==> src/design/rtt_pkg.sv <==
// Package for the repeating timer table: sizes, op and result codes, shared types.
// Depends on nothing; every other file imports it.
package rtt_pkg;
  localparam int NUM_TIMERS = 32;
  localparam int TIME_BITS  = 48;
  localparam int SLOT_BITS  = 5;
  localparam int IDX_BITS   = (NUM_TIMERS > 1) ? $clog2(NUM_TIMERS) : 1;

  localparam logic [2:0] OP_TICK    = 3'd0;
  localparam logic [2:0] OP_START   = 3'd1;
  localparam logic [2:0] OP_PAUSE   = 3'd2;
  localparam logic [2:0] OP_RESUME  = 3'd3;
  localparam logic [2:0] OP_STOP    = 3'd4;
  localparam logic [2:0] OP_STOPALL = 3'd5;

  localparam logic [2:0] K_DONE    = 3'd0;
  localparam logic [2:0] K_FIRED   = 3'd1;
  localparam logic [2:0] K_STARTED = 3'd2;
  localparam logic [2:0] K_FAILED  = 3'd3;
  localparam logic [2:0] K_IGNORED = 3'd4;

  localparam logic [TIME_BITS-1:0] TIME_MAX = {TIME_BITS{1'b1}};

  typedef logic [TIME_BITS-1:0] time_t;

  typedef struct packed {
    logic [2:0]  op;
    logic [31:0] delta_ticks;
    logic [31:0] interval_ticks;
    logic [31:0] repeat_count;
    logic [4:0]  slot;
  } in_item_t;

  typedef struct packed {
    logic [2:0]  kind;
    logic [4:0]  timer_slot;
    logic [31:0] timer_id;
    logic [31:0] remaining;
    logic        last;
  } out_item_t;

  // Saturating time add, one wide add and compare.
  function automatic time_t sat_add(time_t a, time_t b);
    logic [TIME_BITS:0] s;
    s = {1'b0, a} + {1'b0, b};
    return s[TIME_BITS] ? TIME_MAX : s[TIME_BITS-1:0];
  endfunction
endpackage

==> src/design/rtt_slot_ram.sv <==
// Per-slot timer storage: one memory row per slot, one read and one write port.
// Depends on rtt_pkg.
module rtt_slot_ram (
  input  logic                   clk,
  input  logic                   we,
  input  logic [rtt_pkg::IDX_BITS-1:0] waddr,
  input  logic [2*rtt_pkg::TIME_BITS+31:0] wdata,
  input  logic [rtt_pkg::IDX_BITS-1:0] raddr,
  output logic [2*rtt_pkg::TIME_BITS+31:0] rdata
);
  import rtt_pkg::*;
  // Row holds due_time, paused_at and period; never-written rows are undefined.
  logic [2*TIME_BITS+31:0] mem [NUM_TIMERS];

  always_ff @(posedge clk) begin
    if (we) mem[waddr] <= wdata;
    rdata <= mem[raddr];
  end
endmodule

==> config.mk <==
export PLATFORM = sky130hd
export DESIGN_NAME = rtt_slot_ram
export DESIGN_NICKNAME = d
export VERILOG_FILES = /design/src/design/rtt_pkg.sv /design/src/design/rtt_slot_ram.sv
export SDC_FILE = /design/constraint.sdc
export NUM_CORES = 2
export LEC_CHECK = 0
export BUFFER_PORTS_ARGS = -buffer_cell sky130_fd_sc_hd__buf_2
export CAP_MARGIN = 20
export CORE_UTILIZATION = 37
export CTS_BUF_LIST = sky130_fd_sc_hd__clkbuf_4 sky130_fd_sc_hd__clkbuf_8
export DETAILED_ROUTE_END_ITERATION = 10
export PLACE_DENSITY = 0.61
export SLEW_MARGIN = 20
export SYNTH_ARGS = -nofsm -noshare
export SYNTH_HDL_FRONTEND = slang
export SYNTH_SLANG_ARGS = --single-unit
==> constraint.sdc <==
create_clock -name clk -period 10.1 [get_ports clk]
set_input_delay 1.01 -clock clk [delete_from_list [all_inputs] [get_ports clk]]
set_output_delay 1.01 -clock clk [all_outputs]
set_load 0.03 [all_outputs]
# Yosys cells after proc, flatten, opt, wreduce, memory -nomap -nowiden
# Memories as Yosys holds them, arrays and structs flattened. A register that Yosys moved wholly into a read port is not among the register bits.
# Cells that the tools add are included.
# word_totals
n_memories,1
ram_bits,4096
reg_bits,0
# memory_table
memory,depth,width,read_ports,rd_ports_with_merged_regs,write_ports,line,source
mem,32,128,1,1,1,rtt_slot_ram.sv:13,logic [2*TIME_BITS+31:0] mem [NUM_TIMERS];
# op_classes
mux,2
# op_table
operator,count
$mux 1,2

# Depth between registers and ports, before layout
# logic_depth
word_depth,2
depth_mapped,9
depth_no_buf,4

# Least setup slack after synthesis
# No wires, ideal clock.
# synth_path
kind,input-to-reg
start,input waddr[1] (netlist name)
end,"memory mem[12][0] (netlist name), enable pin"
path_slack_ns,2.492
path_buffers,1
t_arrival_ns,6.991
required_time_ns,9.483
path_stages,3
cell_sequence,or3b_2 clkbuf_1 nor2_1
# synth_rtl
element,line,source
from (decl),rtt_slot_ram.sv:6,"input logic [rtt_pkg::IDX_BITS-1:0] waddr,"
to (decl),rtt_slot_ram.sv:13,
# No word-level cell before the write port.

==> out/qor_table.md <==
| Step | Item | Reported |
|:---|:---|:---|
| synth | Library cell occupying the most area in the post-synthesis netlist | edfxtp_1 |
| synth | Count of warnings emitted by yosys | 0 |
| outcome | Result of the run | complete, no violations |
| sta | Number of setup violations in the final report | 0 |
| synth | Post-synthesis instance total | 6440 |
| worst setup path | Element type at the critical path start | input port |
| floorplanning | Die area | 422100 um^2 |
| grt | Number of antenna violations at the first check in global routing | 79 |
| worst setup path | Reg-to-reg setup timing slack | 8.32 ns |
| worst setup path | Data arrival time of the critical path | 4.74 ns |
| worst hold path | Type of the tightest min-delay check | in2reg |
| placed design | Port Buffer Count | 267 |
| cts | Worst-case clock buffer depth | 4 |
| cells and area | Commonest cells after routing, fill and taps aside | edfxtp_1, mux4_2, clkbuf_8, o22ai_1, clkbuf_4 |
| pwr | Total leakage power | 55.29 nW |
| sta | Achievable frequency | 270.8 MHz |
| pwr | Power density over the cells | 202.8 nW/um^2 |
| sta | Max-slew headroom | 14.61% |
| cells and area | Commonest non-fill, non-tap cell in the layout | edfxtp_1 |
| synth | Total standard cell area after synthesis | 155200 um^2 |
| sta | Maximum clock skew at final layout | 0.04598 ns |
| sta | Worst-margin pin slew | 1.281 ns |
| worst setup path | Critical path required time | 11.15 ns |
| route | Routed WL per cell | 31.64 um |
| grt | Wire length of the first global-routing pass | 583600 um |
| route | # DRC | 0 |
| synth | Sequential-to-total area share from yosys stat | 80.88% |
| placed design | Minimum setup slack after placement | 5.285 ns |
| cts | Post-cts gate resize count | 0 |
| floorplanning | Core outline area | 417200 um^2 |
| worst setup path | CP cell instances | buf_8 -> buf_12 -> buf_4 -> mux4_2 -> o22ai_1 -> nor4_1 |
| sta | RSZ-0062 raised after global routing | false |
| route | Number of routed nets with antenna violations | 0 |
| route | Total number of vias | 74430 |
| worst setup path | Crit path capture type | register |
| worst setup path | Slowest stage cell on the critical path | buf_4 |
| grt | Number of global-route vias before repair | 76580 |
| placed design | Global placer's final weighted congestion | 0.7319 |
| grt | Largest net degree at the start of global routing | 146 |
| cells and area | Final cell count without fillers | 13250 |
| synth | Fraction of post-synthesis cell area in the top cell type by area | 79.23% |
| cts | Clock latency of the later-clocked register in the worst-skew pair | 1.24 ns |
| worst setup path | Category of the critical setup timing path | in2reg |
| cells and area | Number of nets in the finished design | 7328 |
| synth | Flip-flop cell with the highest count after synthesis | edfxtp_1 |
| pwr | Total power draw | 35.94 mW |
| sta | Fin crit share | 36.56% |
| cells and area | Share of post-route cells with drive strength above 1 | 33.05% |
| route | Via density | 5.616 |
| floorplanning | Count of standard-cell rows | 237 |
| route | Detailed-route wire length | 419400 um |
| synth | Number of distinct library cells after synthesis | 28 |
| floorplanning | Horizontal extent of the die | 649.7 um |
| cts | CTS H-Tree Depth | 6 |
| cells and area | Area growth syn-to-layout | 14.17% |
| cts | Post-CTS setup repair buffer count | 0 |
| flow run | Count of max-cap constraint violations | 0 |
| worst setup path | Number of buffers and inverters on the critical path | 3 |
| cts | Root buffer selected by CTS | clkbuf_8 |
| grt | Final global-route overflow total | 0 |
| synth | FF+latch count, synth | 4224 |
| cts | TritonCTS clock tree | built |
| synth | Leading cell types by total area after synthesis | edfxtp_1, mux4_2, o22ai_1 |
| sta | Tmin final | 3.693 ns |
| route | First DRT Iteration DRCs | 8359 |
| synth | Synthesized Nets | 6580 |
| sta | Number of endpoints with negative hold slack in the final report | 0 |
| cts | CTS Hold Buffers Added | 0 |
| synth | Count of flip-flops with a built-in enable after synthesis | 4096 |
| grt | Global-route usage over all layers | 19.44% |
| worst setup path | Family with the most delay on the worst path | buffers and inverters |
| cts | CTS sink count | 4224 |
| pwr | Peak supply drop | 0.0001366 V |
| cells and area | Final design utilization | 42.48% |
| floorplanning | Starting density of the core | 37.21% |
| floorplanning | Boundary Pins | 268 |
| synth | Share of synthesized flip-flops with an asynchronous set or reset | 0% |
| cts | Cts bufs inserted | 664 |
| floorplanning | Die height | 649.7 um |
| sta | Setup ws final | 6.407 ns |
| worst setup path | Peak per-stage delay on the critical path | 0.99 ns |
| route | Number of search-and-repair iterations in the first detailed-routing pass | 8 |
| placed design | Count of placed standard cells including taps | 12020 |
| placed design | Total half-perimeter wirelength after legalization and detailed placement | 203700 um |
| worst setup path | Maximum fanout encountered on the critical timing path | 145 |
| sta | Sum of negative setup slack | 0 ns |
| cts | Reg clk slew, reported paths | 0.06 ns |
| synth | Mean Syn Cell Area | 24.11 um^2 |
| sta | Max Slew Vio Count | 0 |
flip-flops by register name, summed over array words and instances (netlist names):
signal,cells
rdata,128
mem,4096
per-stage QoR:
stage	hold WS (ns)	instance area [um^2]
final	0.2622	177200
after global placement	0.6812	163600
after global routing	0.2107	177200
after CTS	0.1540	177100
after floorplan	0.6472	155200
after detailed placement	0.6938	163600
cell usage after synthesis (2+ instances only):
cell      number
a22oi_1      102
buf_1         44
buf_2         94
buf_4         67
buf_6         30
clkbuf_1     108
clkbuf_4       9
dfxtp_1      128
edfxtp_1    4096
mux2i_1      136
mux4_2       956
nand2_1        4
nand3_1       37
nand3b_1       6
nand4_1       17
nor2_1        35
nor2b_1        3
nor4_1       111
o22ai_1      444
or3_1          2
or3b_2         4
per-layer routing:
| layer | part of all wire (%) | track usage (%) | vias up |
|---|---|---|---|
| li1 | - | - | 29690 |
| met4 | 2.9 | 5.929 | 30 |
| met5 | 0.044 | 0 | - |
| met3 | 7.6 | 3.608 | 751 |
| met2 | 50 | 33.03 | 3455 |
| met1 | 39 | 25.43 | 40500 |
worst register-to-register path, delay by kind of cell (launching register included):
family | cells | cell delay (ns)
DFF | 1 | 0.37
and+or+nand+nor | 1 | 0.23
muxes | 1 | 0.53
AOI/OAI and AO/OA | 1 | 0.49
cell families after synthesis:
family                 share of synthesized area, %
multiplexers                                  14.75
AND/OR/NAND/NOR                              0.8318
buffers and inverters                         1.256
flip-flops                                    80.88
AO/OA/AOI/OAI                                 2.283
final cells by class:
cell class,count,area (um^2)
fillers,35240,240000
clock inverters,220,1622
clock buffers,985,11870
well taps,5497,6878
diodes,29,72.57
flip-flops and latches,4224,125600
repair buffers,434,3146
multi-input cells,1864,28090
final timing paths:
kind,start,endpoint,depth (start not counted)
worst min-delay path,wdata[98],mem[10][98],1
worst max-delay path,raddr[2],rdata[73],6
worst max register to register,mem[5][41],rdata[41],3
worst min register to register,mem[31][27],rdata[27],3
where the power goes:
| part | total, mW | internal [mW] | switching (mW) | leakage [nW] |
|---|---|---|---|---|
| clock network | 14.6 | 7.89 | 6.74 | 7.19 |
| registers | 19.6 | 19.5 | 0.135 | 38.0 |
| logic | 1.67 | 0.586 | 1.08 | 10.1 |
Power figures use the tool's default switching activity.
